--- config.mk ---
export PLATFORM = sky130hd
export DESIGN_NAME = emulated_dma_block_sequencer
export DESIGN_NICKNAME = d
export VERILOG_FILES = /design/src/design/edbs_pkg.sv /design/src/design/edbs_chan_mem.sv /design/src/design/edbs_xfer_engine.sv /design/src/design/emulated_dma_block_sequencer.sv
export VERILOG_INCLUDE_DIRS = /design/src /design/src/design
export SDC_FILE = /design/constraint.sdc
export NUM_CORES = 1
export LEC_CHECK = 0
export BUFFER_PORTS_ARGS = -buffer_cell sky130_fd_sc_hd__buf_2
export CAP_MARGIN = 15
export CORE_MARGIN = 1.5
export CORE_UTILIZATION = 30
export DETAILED_ROUTE_END_ITERATION = 8
export GPL_TIMING_DRIVEN = 0
export PLACE_DENSITY = 0.49
export SLEW_MARGIN = 30
export SYNTH_ARGS = -nofsm -noshare
export SYNTH_HDL_FRONTEND = slang
export SYNTH_SLANG_ARGS = --single-unit
--- constraint.sdc ---
create_clock -name clk -period 10.6 [get_ports clk]
set_input_delay 0.53 -clock clk [delete_from_list [all_inputs] [get_ports clk]]
set_output_delay 0.53 -clock clk [all_outputs]
set_load 0.02 [all_outputs]
--- src/design/emulated_dma_block_sequencer_macros.svh ---
// ----------------------------------------------------------------------------
// Assertion macros for the emulated DMA block sequencer
// Concurrent checks that compile away when NO_ASSERTIONS is set.
// ----------------------------------------------------------------------------
`ifndef EMULATED_DMA_BLOCK_SEQUENCER_MACROS_SVH
`define EMULATED_DMA_BLOCK_SEQUENCER_MACROS_SVH

`ifndef NO_ASSERTIONS

// same-cycle implication, disabled during reset
`define EDBS_ASSERT_IMPLY(lbl, clk, rst, ante, cons, msg) \
  lbl: assert property (@(posedge clk) disable iff (rst) (ante) |-> (cons)) \
    else $error(msg);

// next-cycle implication, disabled during reset
`define EDBS_ASSERT_NEXT(lbl, clk, rst, ante, cons, msg) \
  lbl: assert property (@(posedge clk) disable iff (rst) (ante) |=> (cons)) \
    else $error(msg);

`else

`define EDBS_ASSERT_IMPLY(lbl, clk, rst, ante, cons, msg)
`define EDBS_ASSERT_NEXT(lbl, clk, rst, ante, cons, msg)

`endif

`endif

--- src/design/edbs_pkg.sv ---
// ----------------------------------------------------------------------------
// edbs_pkg
// Types and constants shared by the emulated DMA block sequencer modules.
// ----------------------------------------------------------------------------
package edbs_pkg;

  // request kinds carried on the input beat
  typedef logic [2:0] req_t;
  localparam req_t REQ_TICK  = 3'd0;
  localparam req_t REQ_POLL  = 3'd1;
  localparam req_t REQ_ACK   = 3'd2;
  localparam req_t REQ_WRITE = 3'd3;
  localparam req_t REQ_DRAIN = 3'd4;

  // configuration register indexes
  typedef logic [1:0] cfg_idx_t;
  localparam cfg_idx_t CFG_BLOCK_SIZE = 2'd0;
  localparam cfg_idx_t CFG_HOLDOFF    = 2'd1;
  localparam cfg_idx_t CFG_BUF_ADDR   = 2'd2;

  localparam int CFG_DATA_W = 20;

  // configuration reset values and limits
  localparam logic [12:0] BLOCK_SIZE_RST = 13'd128;
  localparam logic [15:0] HOLDOFF_RST    = 16'd100;
  localparam logic [19:0] BUF_ADDR_RST   = 20'd0;
  localparam logic [12:0] BLOCK_MIN      = 13'd2;
  localparam logic [12:0] BLOCK_MAX      = 13'd4096;
  localparam logic [15:0] TICK_MAX       = 16'hFFFF;

  // one channel register set as held in the channel memory
  typedef struct packed {
    logic [7:0]  page;
    logic [15:0] base;
    logic [15:0] count;
    logic        autoinit;
  } chan_entry_t;

  // channel memory write request
  typedef struct packed {
    logic        en;
    logic [2:0]  ch;
    chan_entry_t entry;
  } chan_wr_t;

  // unpacked input item
  typedef struct packed {
    req_t        req_type;
    logic [2:0]  channel;
    logic [7:0]  page;
    logic [15:0] base_addr;
    logic [15:0] base_count;
    logic        autoinit;
    logic [12:0] drain_count;
  } item_t;

  // one result item
  typedef struct packed {
    logic        copy_started;
    logic        irq_forced;
    logic [15:0] src_segment;
    logic [3:0]  src_offset;
    logic [15:0] dest_segment;
    logic [3:0]  dest_offset;
    logic [12:0] copy_length;
    logic [15:0] next_address;
    logic [15:0] next_count;
    logic [2:0]  channel_out;
    logic [12:0] level_out;
    logic        waiting;
  } result_t;

endpackage

--- src/design/edbs_chan_mem.sv ---
// ----------------------------------------------------------------------------
// edbs_chan_mem
// Per-channel register memory with written and changed marks per entry.
// ----------------------------------------------------------------------------
module edbs_chan_mem
  import edbs_pkg::*;
#(
  parameter int NUM_CHANNELS = 8
) (
  input  logic        clk,
  input  logic        rst,
  input  chan_wr_t    wr,
  input  logic        rd_en,
  input  logic [2:0]  rd_ch,
  output chan_entry_t rd_data,
  input  logic [2:0]  chg_ch,
  input  logic        chg_clr,
  output logic        chg_flag
);

  localparam int CH_W = (NUM_CHANNELS > 1) ? $clog2(NUM_CHANNELS) : 1;
  localparam logic [3:0] NCH = 4'(NUM_CHANNELS);

  chan_entry_t mem [NUM_CHANNELS];
  logic [NUM_CHANNELS-1:0] written;
  logic [NUM_CHANNELS-1:0] changed;
  chan_entry_t rd_q;
  logic        rd_vld;

  logic            wr_ok, rd_ok, chg_ok;
  logic [CH_W-1:0] wr_idx, rd_idx, chg_idx;

  // range checks against the channel count
  always_comb begin
    wr_ok   = wr.en && ({1'b0, wr.ch} < NCH);
    rd_ok   = {1'b0, rd_ch} < NCH;
    chg_ok  = {1'b0, chg_ch} < NCH;
    wr_idx  = wr.ch[CH_W-1:0];
    rd_idx  = rd_ok ? rd_ch[CH_W-1:0] : '0;
    chg_idx = chg_ok ? chg_ch[CH_W-1:0] : '0;
  end

  // write and registered read; a write and a read at one edge come from the
  // same beat, which never needs its own read data
  always_ff @(posedge clk) begin
    if (wr_ok) begin
      mem[wr_idx] <= wr.entry;
    end
    if (rd_en) begin
      rd_q   <= mem[rd_idx];
      rd_vld <= rd_ok && written[rd_idx];
    end
  end

  // an entry never written reads as zero
  assign rd_data = rd_vld ? rd_q : '0;

  // written and changed marks; a younger write wins over a poll's clear
  always_ff @(posedge clk) begin
    if (rst) begin
      written <= '0;
      changed <= '0;
    end else begin
      if (chg_clr && chg_ok) begin
        changed[chg_idx] <= 1'b0;
      end
      if (wr_ok) begin
        written[wr_idx] <= 1'b1;
        changed[wr_idx] <= 1'b1;
      end
    end
  end

  assign chg_flag = chg_ok && changed[chg_idx];

endmodule

--- src/design/edbs_xfer_engine.sv ---
// ----------------------------------------------------------------------------
// edbs_xfer_engine
// Transfer state and the per-beat update: ticks, polls, acks and drains.
// ----------------------------------------------------------------------------
module edbs_xfer_engine
  import edbs_pkg::*;
#(
  parameter int NUM_CHANNELS = 8
) (
  input  logic        clk,
  input  logic        rst,
  input  logic        proc,
  input  item_t       item,
  input  chan_entry_t chan,
  input  logic        chg_flag,
  input  logic [12:0] block_size,
  input  logic [15:0] holdoff_ticks,
  input  logic [19:0] buffer_address,
  output logic        chg_clr,
  output result_t     res
);

  localparam logic [3:0] NCH = 4'(NUM_CHANNELS);

  logic [23:0] start_address, start_address_next;
  logic [23:0] current_address, current_address_next;
  logic [16:0] total_size, total_size_next;
  logic [16:0] remaining, remaining_next;
  logic [12:0] chunk_length, chunk_length_next;
  logic [12:0] buf_fill, buf_fill_next;
  logic        wait_ack, wait_ack_next;
  logic [31:0] sent_count, sent_count_next;
  logic [31:0] acked_count, acked_count_next;
  logic [15:0] ticks_since_ack, ticks_since_ack_next;

  logic        gate, reload, issue, irq_forced;
  logic [23:0] eff_start, eff_cur, use_cur;
  logic [16:0] eff_total, eff_rem, use_rem, len_w;
  logic [12:0] bs_c, len;
  logic [13:0] thr;

  // poll decision: gate, reload of changed registers, autoinit rewind
  always_comb begin
    gate = !wait_ack && (ticks_since_ack >= holdoff_ticks) &&
           (buf_fill == '0) && ({1'b0, item.channel} < NCH);
    reload    = gate && chg_flag;
    eff_start = reload ? {chan.page, chan.base} : start_address;
    eff_cur   = reload ? {chan.page, chan.base} : current_address;
    eff_total = reload ? ({1'b0, chan.count} + 17'd1) : total_size;
    eff_rem   = reload ? ({1'b0, chan.count} + 17'd1) : remaining;
    issue     = gate && (eff_total != '0) && ((eff_rem != '0) || chan.autoinit);
    use_rem   = (eff_rem == '0) ? eff_total : eff_rem;
    use_cur   = (eff_rem == '0) ? eff_start : eff_cur;
  end

  // chunk by the block / 1.5-block rule
  always_comb begin
    if (block_size < BLOCK_MIN) begin
      bs_c = BLOCK_MIN;
    end else if (block_size > BLOCK_MAX) begin
      bs_c = BLOCK_MAX;
    end else begin
      bs_c = block_size;
    end
    thr   = {1'b0, bs_c} + {2'b0, bs_c[12:1]};
    len_w = (use_rem < {3'b0, thr}) ? use_rem : {4'b0, bs_c};
    len   = len_w[12:0];
    irq_forced = sent_count != acked_count;
  end

  // next state for each request kind
  always_comb begin
    start_address_next   = start_address;
    current_address_next = current_address;
    total_size_next      = total_size;
    remaining_next       = remaining;
    chunk_length_next    = chunk_length;
    buf_fill_next        = buf_fill;
    wait_ack_next        = wait_ack;
    sent_count_next      = sent_count;
    acked_count_next     = acked_count;
    ticks_since_ack_next = ticks_since_ack;
    unique case (item.req_type)
      REQ_TICK: begin
        if (ticks_since_ack != TICK_MAX) begin
          ticks_since_ack_next = ticks_since_ack + 16'd1;
        end
      end
      REQ_POLL: begin
        if (gate) begin
          start_address_next   = eff_start;
          current_address_next = eff_cur;
          total_size_next      = eff_total;
          remaining_next       = eff_rem;
        end
        if (issue) begin
          current_address_next = use_cur;
          remaining_next       = use_rem;
          chunk_length_next    = len;
          wait_ack_next        = 1'b1;
          sent_count_next      = irq_forced ? 32'd1 : sent_count + 32'd1;
          acked_count_next     = irq_forced ? 32'd0 : acked_count;
        end
      end
      REQ_ACK: begin
        remaining_next = (remaining > {4'b0, chunk_length}) ?
                         remaining - {4'b0, chunk_length} : '0;
        current_address_next = current_address + {11'b0, chunk_length};
        buf_fill_next        = chunk_length;
        wait_ack_next        = 1'b0;
        acked_count_next     = acked_count + 32'd1;
        ticks_since_ack_next = '0;
      end
      REQ_DRAIN: begin
        buf_fill_next = (buf_fill > item.drain_count) ?
                        buf_fill - item.drain_count : '0;
      end
      default: begin
      end
    endcase
  end

  // commit state when the beat is processed
  always_ff @(posedge clk) begin
    if (rst) begin
      start_address   <= '0;
      current_address <= '0;
      total_size      <= '0;
      remaining       <= '0;
      chunk_length    <= '0;
      buf_fill        <= '0;
      wait_ack        <= 1'b0;
      sent_count      <= '0;
      acked_count     <= '0;
      ticks_since_ack <= '0;
    end else if (proc) begin
      start_address   <= start_address_next;
      current_address <= current_address_next;
      total_size      <= total_size_next;
      remaining       <= remaining_next;
      chunk_length    <= chunk_length_next;
      buf_fill        <= buf_fill_next;
      wait_ack        <= wait_ack_next;
      sent_count      <= sent_count_next;
      acked_count     <= acked_count_next;
      ticks_since_ack <= ticks_since_ack_next;
    end
  end

  assign chg_clr = proc && (item.req_type == REQ_POLL) && reload;

  // build the result beat
  always_comb begin
    res = '0;
    if ((item.req_type == REQ_POLL) && issue) begin
      res.copy_started = 1'b1;
      res.irq_forced   = irq_forced;
      res.src_segment  = use_cur[19:4];
      res.src_offset   = use_cur[3:0];
      res.dest_segment = buffer_address[19:4];
      res.dest_offset  = buffer_address[3:0];
      res.copy_length  = len;
      res.next_address = use_cur[15:0] + {3'b0, len};
      res.next_count   = use_rem[15:0] - {3'b0, len} - 16'd1;
      res.channel_out  = item.channel;
    end
    res.level_out = buf_fill_next;
    res.waiting   = wait_ack_next;
  end

endmodule

--- src/design/emulated_dma_block_sequencer.sv ---
// ----------------------------------------------------------------------------
// emulated_dma_block_sequencer
// Turns DMA channel programming and transfer polls into block copy requests.
// ----------------------------------------------------------------------------
// Usage:
//   s_* carries one event per beat: s_tuser is the request kind (tick, poll,
//   ack, channel register write, buffer drain), s_tdata the operands.
//   m_* returns exactly one result beat per input beat; m_tuser marks a beat
//   that issued a copy request, m_tdata holds its segment:offset parameters,
//   the buffer level and the wait-for-ack flag.
//   cfg_we/cfg_index/cfg_data write block size, hold-off and buffer address;
//   write them only while no beat is in flight.
// Pipeline and rate:
//   An input beat is taken into the memory stage, where the channel memory
//   is read as the beat is accepted; the transfer update then lands in the
//   output register. One beat is taken every cycle while the output is not
//   stalled by m_tready.
// Reset:
//   rst clears all channels to zero, the transfer state and the counters,
//   and loads block size 128, hold-off 100 and buffer address 0.
// Backpressure:
//   While a result waits on low m_tready the output register and the memory
//   stage hold; s_tready stays high as long as the memory stage has room.
// ----------------------------------------------------------------------------
`include "emulated_dma_block_sequencer_macros.svh"

module emulated_dma_block_sequencer
  import edbs_pkg::*;
#(
  parameter int NUM_CHANNELS = 8
) (
  input  logic                  clk,
  input  logic                  rst,
  // slave side
  input  logic                  s_tvalid,
  output logic                  s_tready,
  // [2:0] channel, [10:3] page, [26:11] base_addr, [42:27] base_count,
  // [43] autoinit, [56:44] drain_count
  input  logic [63:0]           s_tdata,
  // [2:0] req_type
  input  logic [2:0]            s_tuser,
  // master side
  output logic                  m_tvalid,
  input  logic                  m_tready,
  // [0] irq_forced, [16:1] src_segment, [20:17] src_offset,
  // [36:21] dest_segment, [40:37] dest_offset, [53:41] copy_length,
  // [69:54] next_address, [85:70] next_count, [88:86] channel_out,
  // [101:89] level_out, [102] waiting
  output logic [103:0]          m_tdata,
  // [0] copy_started
  output logic [0:0]            m_tuser,
  // configuration
  input  logic                  cfg_we,
  input  cfg_idx_t              cfg_index,
  input  logic [CFG_DATA_W-1:0] cfg_data
);

  logic [12:0] block_size;
  logic [15:0] holdoff_ticks;
  logic [19:0] buffer_address;

  item_t       in_item, s1_item;
  logic        s1_valid, adv, accept, proc;
  chan_wr_t    wr;
  chan_entry_t chan;
  logic        chg_flag, chg_clr;
  result_t     res, out_res;
  logic        out_valid;

  // configuration registers
  always_ff @(posedge clk) begin
    if (rst) begin
      block_size     <= BLOCK_SIZE_RST;
      holdoff_ticks  <= HOLDOFF_RST;
      buffer_address <= BUF_ADDR_RST;
    end else if (cfg_we) begin
      unique case (cfg_index)
        CFG_BLOCK_SIZE: block_size     <= cfg_data[12:0];
        CFG_HOLDOFF:    holdoff_ticks  <= cfg_data[15:0];
        CFG_BUF_ADDR:   buffer_address <= cfg_data[19:0];
        default: begin
        end
      endcase
    end
  end

  // unpack the input beat
  always_comb begin
    in_item.req_type    = s_tuser;
    in_item.channel     = s_tdata[2:0];
    in_item.page        = s_tdata[10:3];
    in_item.base_addr   = s_tdata[26:11];
    in_item.base_count  = s_tdata[42:27];
    in_item.autoinit    = s_tdata[43];
    in_item.drain_count = s_tdata[56:44];
  end

  // pipeline flow: memory stage then output register
  assign adv      = !out_valid || m_tready;
  assign s_tready = !s1_valid || adv;
  assign accept   = s_tvalid && s_tready;
  assign proc     = s1_valid && adv;

  always_ff @(posedge clk) begin
    if (rst) begin
      s1_valid <= 1'b0;
    end else if (accept) begin
      s1_valid <= 1'b1;
    end else if (proc) begin
      s1_valid <= 1'b0;
    end
  end

  always_ff @(posedge clk) begin
    if (accept) begin
      s1_item <= in_item;
    end
  end

  // channel register writes go to memory as the beat is taken
  always_comb begin
    wr.en             = accept && (in_item.req_type == REQ_WRITE);
    wr.ch             = in_item.channel;
    wr.entry.page     = in_item.page;
    wr.entry.base     = in_item.base_addr;
    wr.entry.count    = in_item.base_count;
    wr.entry.autoinit = in_item.autoinit;
  end

  edbs_chan_mem #(
    .NUM_CHANNELS(NUM_CHANNELS)
  ) u_chan_mem (
    .clk     (clk),
    .rst     (rst),
    .wr      (wr),
    .rd_en   (accept),
    .rd_ch   (in_item.channel),
    .rd_data (chan),
    .chg_ch  (s1_item.channel),
    .chg_clr (chg_clr),
    .chg_flag(chg_flag)
  );

  edbs_xfer_engine #(
    .NUM_CHANNELS(NUM_CHANNELS)
  ) u_xfer (
    .clk           (clk),
    .rst           (rst),
    .proc          (proc),
    .item          (s1_item),
    .chan          (chan),
    .chg_flag      (chg_flag),
    .block_size    (block_size),
    .holdoff_ticks (holdoff_ticks),
    .buffer_address(buffer_address),
    .chg_clr       (chg_clr),
    .res           (res)
  );

  // output register
  always_ff @(posedge clk) begin
    if (rst) begin
      out_valid <= 1'b0;
    end else if (proc) begin
      out_valid <= 1'b1;
    end else if (m_tready) begin
      out_valid <= 1'b0;
    end
  end

  always_ff @(posedge clk) begin
    if (proc) begin
      out_res <= res;
    end
  end

  // pack the result beat
  assign m_tvalid        = out_valid;
  assign m_tuser[0]      = out_res.copy_started;
  assign m_tdata[0]      = out_res.irq_forced;
  assign m_tdata[16:1]   = out_res.src_segment;
  assign m_tdata[20:17]  = out_res.src_offset;
  assign m_tdata[36:21]  = out_res.dest_segment;
  assign m_tdata[40:37]  = out_res.dest_offset;
  assign m_tdata[53:41]  = out_res.copy_length;
  assign m_tdata[69:54]  = out_res.next_address;
  assign m_tdata[85:70]  = out_res.next_count;
  assign m_tdata[88:86]  = out_res.channel_out;
  assign m_tdata[101:89] = out_res.level_out;
  assign m_tdata[102]    = out_res.waiting;
  assign m_tdata[103]    = 1'b0;

  // checks
  `EDBS_ASSERT_IMPLY(a_hold_when_full, clk, rst, s1_valid && !adv, !s_tready,
    "input taken while memory stage is blocked")
  `EDBS_ASSERT_NEXT(a_proc_fills_out, clk, rst, proc, out_valid,
    "processed beat did not reach the output register")
  `EDBS_ASSERT_IMPLY(a_copy_waits, clk, rst, out_valid && out_res.copy_started,
    out_res.waiting, "copy issued without waiting for ack")
  `EDBS_ASSERT_IMPLY(a_copy_sane, clk, rst, out_valid && out_res.copy_started,
    out_res.copy_length != '0 && out_res.level_out == '0,
    "copy issued with zero length or non-empty buffer")

endmodule
==> reports/metrics.csv <==
stage,metric,value,unit
sta,"Slew Viols, Final",0,
sta,Period minus WS final,9.81,ns
die,Die Ht,334,um
pwr,internal power,4.76,mW
place,Routability Congestion,0.930,
setup_path,R2R Setup Slk,0.79,ns
die,Ports,201,
final_layout,Layout Nets,3560,
die,Core ar.,0.109,mm2
setup_path,"Worst Path Class, Setup",flip-flop to flip-flop,
route,Post-Route WL,107000,um
global_routing,largest net degree at the start of global routing,49,
setup_path,R2R Path Start,u_chan_mem.rd_vld$_DFFE_PP_,
place,DP HPWL,77700,um
clocking,maximum level of the CTS H-tree,3,
sta,Slew @ Worst Pin,1.00,ns
place,dpl ws,0.422,ns
sta,Setup Viol. Count Final,0,
place,IO Port Bufs,188,
setup_path,Worst path max stage delay,0.82,ns
sta,Setup Total Neg Slack,0,ns
clocking,Sink Count,705,
setup_path,CP Capture Type,flip-flop,
final_layout,fillers,10900,
die,Die Wd,334,um
place,# placed instances,4677,
sta,FMAX,102,MHz
setup_path,Worst Setup EP,m_tdata[69]$_SDFFCE_PN0P_,
final_layout,"commonest non-fill, non-tap cells in the layout","457 x edfxtp_1, 308 x nand2_1, 292 x nor2_1, 248 x dfxtp_1",
synthesis,synth warn,0,
final_layout,"commonest non-fill, non-tap cell in the layout",edfxtp_1,
pwr,Comb pwr share,0.071,
pwr,Sw Pwr,1.50,mW
synthesis,post-synth cell types,80,
pwr,pwr dens,162,mW/mm2
status,status,"complete, no violations",
clocking,worst-case clock buffer depth,3,
setup_path,Required @ worst endpoint,11.07,ns
die,FP Rows,121,
route,vias per std cell,5.12,
clocking,Clock Latency Late Sink,0.67,ns
die,starting density of the core,0.302,
clocking,"Reg clk slew, reported paths",0.06,ns
clocking,root buf cell,clkbuf_16,
route,WL per Instance,22.1,um
setup_path,Worst Reg-to-Reg Cells,34,
place,dpl cell area,0.0360,mm2
final_layout,share of cells above drive strength 1,0.119,
global_routing,first-pass GRT wire length,157000,um
synthesis,post-synthesis cell count,3062,
final_layout,area delta synth->final,17.4,%
synthesis,ys async rst share,0,
route,Iteration-0 DRC Markers,1802,
final_layout,Final Util,0.355,
final_layout,Non-Filler Instances,4829,
hold_path,min-delay worst type,input pin to flip-flop,
global_routing,number of global-route vias before repair,23800,
global_routing,antenna violations before repair,15,
route,final routed DRC violation total,0,
final_layout,post-route cell area,0.0386,mm2
pwr,Leak Pwr,14.4,nW
synthesis,syn_nets,3274,
global_routing,grt ovf,0,
sta,RSZ-0062 raised after global routing,false,
pwr,Reg power frac,0.482,
setup_path,Worst R2R End,m_tdata[69]$_SDFFCE_PN0P_,
setup_path,worst setup path start,u_chan_mem.rd_vld$_DFFE_PP_,
setup_path,"Slowest-stage cell, CP",mux2i_1,
die,total die area,0.112,mm2
synthesis,"Primary FF master, synth",edfxtp_1,
setup_path,CP arrival,10.29,ns
clocking,postcts setup bufs,0,
pwr,Sw Ratio,0.240,
flow_run,Max Cap Viol,0,
global_routing,GRT Util Overall,0.188,
synthesis,number of synthesized flops with an enable pin,457,
sta,"Hold Violations, Final",0,
setup_path,Critical Path Start Type,flip-flop,
sta,final worst slack,0.787,ns
setup_path,crit-path max FO,10,
synthesis,Synth Register Bits,705,
clocking,CTS Buf Count,82,
pwr,Clock power frac,0.447,
route,ANT nets after route,0,
route,DR pass1 iterations,8,
clocking,TritonCTS clock tree,yes,
synthesis,mean area per synthesized cell,10.7,um2
synthesis,sequential fraction of the synthesis area,0.568,
setup_path,CP dominant cell by count,nor2_1,
synthesis,Mapped Area,0.0329,mm2
sta,skew final,0.0285,ns
sta,Worst slew margin,0.331,
sta,Tcrit/Tclk final,0.926,
pwr,Worst VDD drop,0.115,mV
route,Via Count,24700,
[final cells by class]
class / count / area [um2] / area share
Sequential cell: 705 / 18700 / 0.484
Multi-Input combinational cell: 2068 / 13100 / 0.339
Clock buffer: 102 / 2220 / 0.0575
Tap cell: 1414 / 1770 / 0.0458
Timing Repair Buffer: 202 / 1250 / 0.0325
Buffer: 157 / 636 / 0.0164
Inverter: 132 / 518 / 0.0134
Clock inverter: 47 / 432 / 0.0112
Antenna cell: 2 / 5.00 / 0.000130
[per-layer routing]
metal | GRT usage | vias up | part of all wire
li1 | - | 11900 | -
met1 | 0.248 | 11900 | 0.45
met2 | 0.308 | 704 | 0.46
met3 | 0.0339 | 185 | 0.056
met4 | 0.0672 | 16 | 0.033
met5 | 0 | - | 0.00086
[stage by stage]
| step | hold slack [ns] | total power [mW] |
|---|---|---|
| global placement | 0.441 | 3.51 |
| global route | 0.0156 | 6.47 |
| CTS | 0.00114 | 6.32 |
| detailed placement | 0.445 | 3.52 |
| finish | 0.0395 | 6.26 |
| floorplan | 0.432 | 3.33 |
[power by group through the flow]
stage               clock network (mW)  logic, mW  registers [mW]
finish                            2.80      0.444            3.01
floorplan                            0      0.245            3.08
global placement                     0      0.435            3.08
detailed placement                   0      0.443            3.07
CTS                               2.86      0.445            3.02
global route                      2.97      0.483            3.02
[synthesized netlist by cell type (8+ instances only)]
| cell | n | share of area |
|---|---|---|
| nand4_1 | 79 | 0.015 |
| nor2b_1 | 19 | 0.0036 |
| or3_1 | 20 | 0.0038 |
| and3_1 | 58 | 0.011 |
| o21a_1 | 11 | 0.0025 |
| nand2b_1 | 24 | 0.0046 |
| and2_1 | 20 | 0.0038 |
| mux2i_1 | 47 | 0.014 |
| nand3_1 | 86 | 0.013 |
| clkbuf_1 | 134 | 0.015 |
| a211oi_1 | 49 | 0.011 |
| o21ai_0 | 105 | 0.016 |
| buf_1 | 8 | 0.00091 |
| a222oi_1 | 12 | 0.0036 |
| a21oi_1 | 198 | 0.030 |
| nand2_1 | 308 | 0.035 |
| xor2_1 | 104 | 0.028 |
| o22ai_1 | 11 | 0.0021 |
| and4_1 | 14 | 0.0037 |
| edfxtp_1 | 457 | 0.42 |
| xnor2_1 | 66 | 0.018 |
| a2111oi_0 | 8 | 0.0021 |
| nor3_2 | 11 | 0.0033 |
| a311oi_1 | 14 | 0.0037 |
| dfxtp_1 | 248 | 0.15 |
| o31ai_1 | 10 | 0.0023 |
| a22oi_1 | 154 | 0.035 |
| nor2_1 | 292 | 0.033 |
| buf_2 | 10 | 0.0015 |
| a21o_1 | 31 | 0.0071 |
| a211o_1 | 12 | 0.0032 |
| a31oi_1 | 11 | 0.0021 |
| ha_1 | 112 | 0.043 |
| inv_1 | 132 | 0.015 |
| nor3_1 | 48 | 0.0073 |
| mux2_2 | 12 | 0.0041 |
| nor4_1 | 26 | 0.0049 |
[kinds of logic after synthesis]
group / count (synthesis) / share of synthesized area
and+or+nand+nor: 1042 / 0.153
adders and majority gates: 118 / 0.0462
DFF: 705 / 0.568
muxes: 59 / 0.0184
xor gates and xnor gates: 170 / 0.0452
buffers and inverters: 289 / 0.0341
other: 1 / 0.000114
AOI/OAI and AO/OA: 678 / 0.135
[critical path: cells and delay by family (launching register included)]
family,cells,cell delay (ns)
AND/OR/NAND/NOR,12,2.36
buffers and inverters,8,2.52
multiplexers,2,1.07
flip-flops,1,0.41
AO/OA/AOI/OAI,7,2.01
adder cells (fa/ha/maj),3,0.88
XOR/XNOR,2,0.33
[how the worst min path moves through the flow]
stage	from	to	slack, ns	depth (start not counted)
after detailed placement	buffer_address[12]$_SDFFE_PP0P_	buffer_address[12]$_SDFFE_PP0P_	0.44	2
after global placement	u_xfer.start_address[9]$_SDFFE_PP0P_	u_xfer.start_address[9]$_SDFFE_PP0P_	0.44	2
after global routing	s_tdata[56]	s1_item[12]$_DFFE_PP_	0.02	1
after CTS	s_tdata[52]	s1_item[8]$_DFFE_PP_	0.001	1
final	s_tdata[52]	s1_item[8]$_DFFE_PP_	0.04	1
after floorplan	u_xfer.start_address[10]$_SDFFE_PP0P_	u_xfer.start_address[10]$_SDFFE_PP0P_	0.43	2
[registers in the layout, summed over array words and instances (netlist names), 16 cells and up]
signal                  flops
u_chan_mem.rd_q            37
u_xfer.total_size          17
buffer_address             20
u_xfer.remaining           17
u_xfer.ticks_since_ack     16
holdoff_ticks              16
u_xfer.start_address       20
u_xfer.acked_count         32
u_chan_mem.mem            296
s1_item                    19
u_xfer.current_address     20
m_tdata                   103
u_xfer.sent_count          32
[what timing repair did]
| action | in CTS | in global routing |
|---|---|---|
| gates resized for setup | 0 | 4 |
| setup endpoints to repair | 0 | 5 |
| hold buffers | 1 | 0 |
| endpoints found under the hold margin | 1 | 0 |
No activity file was read; power rests on OpenSTA's default activity.
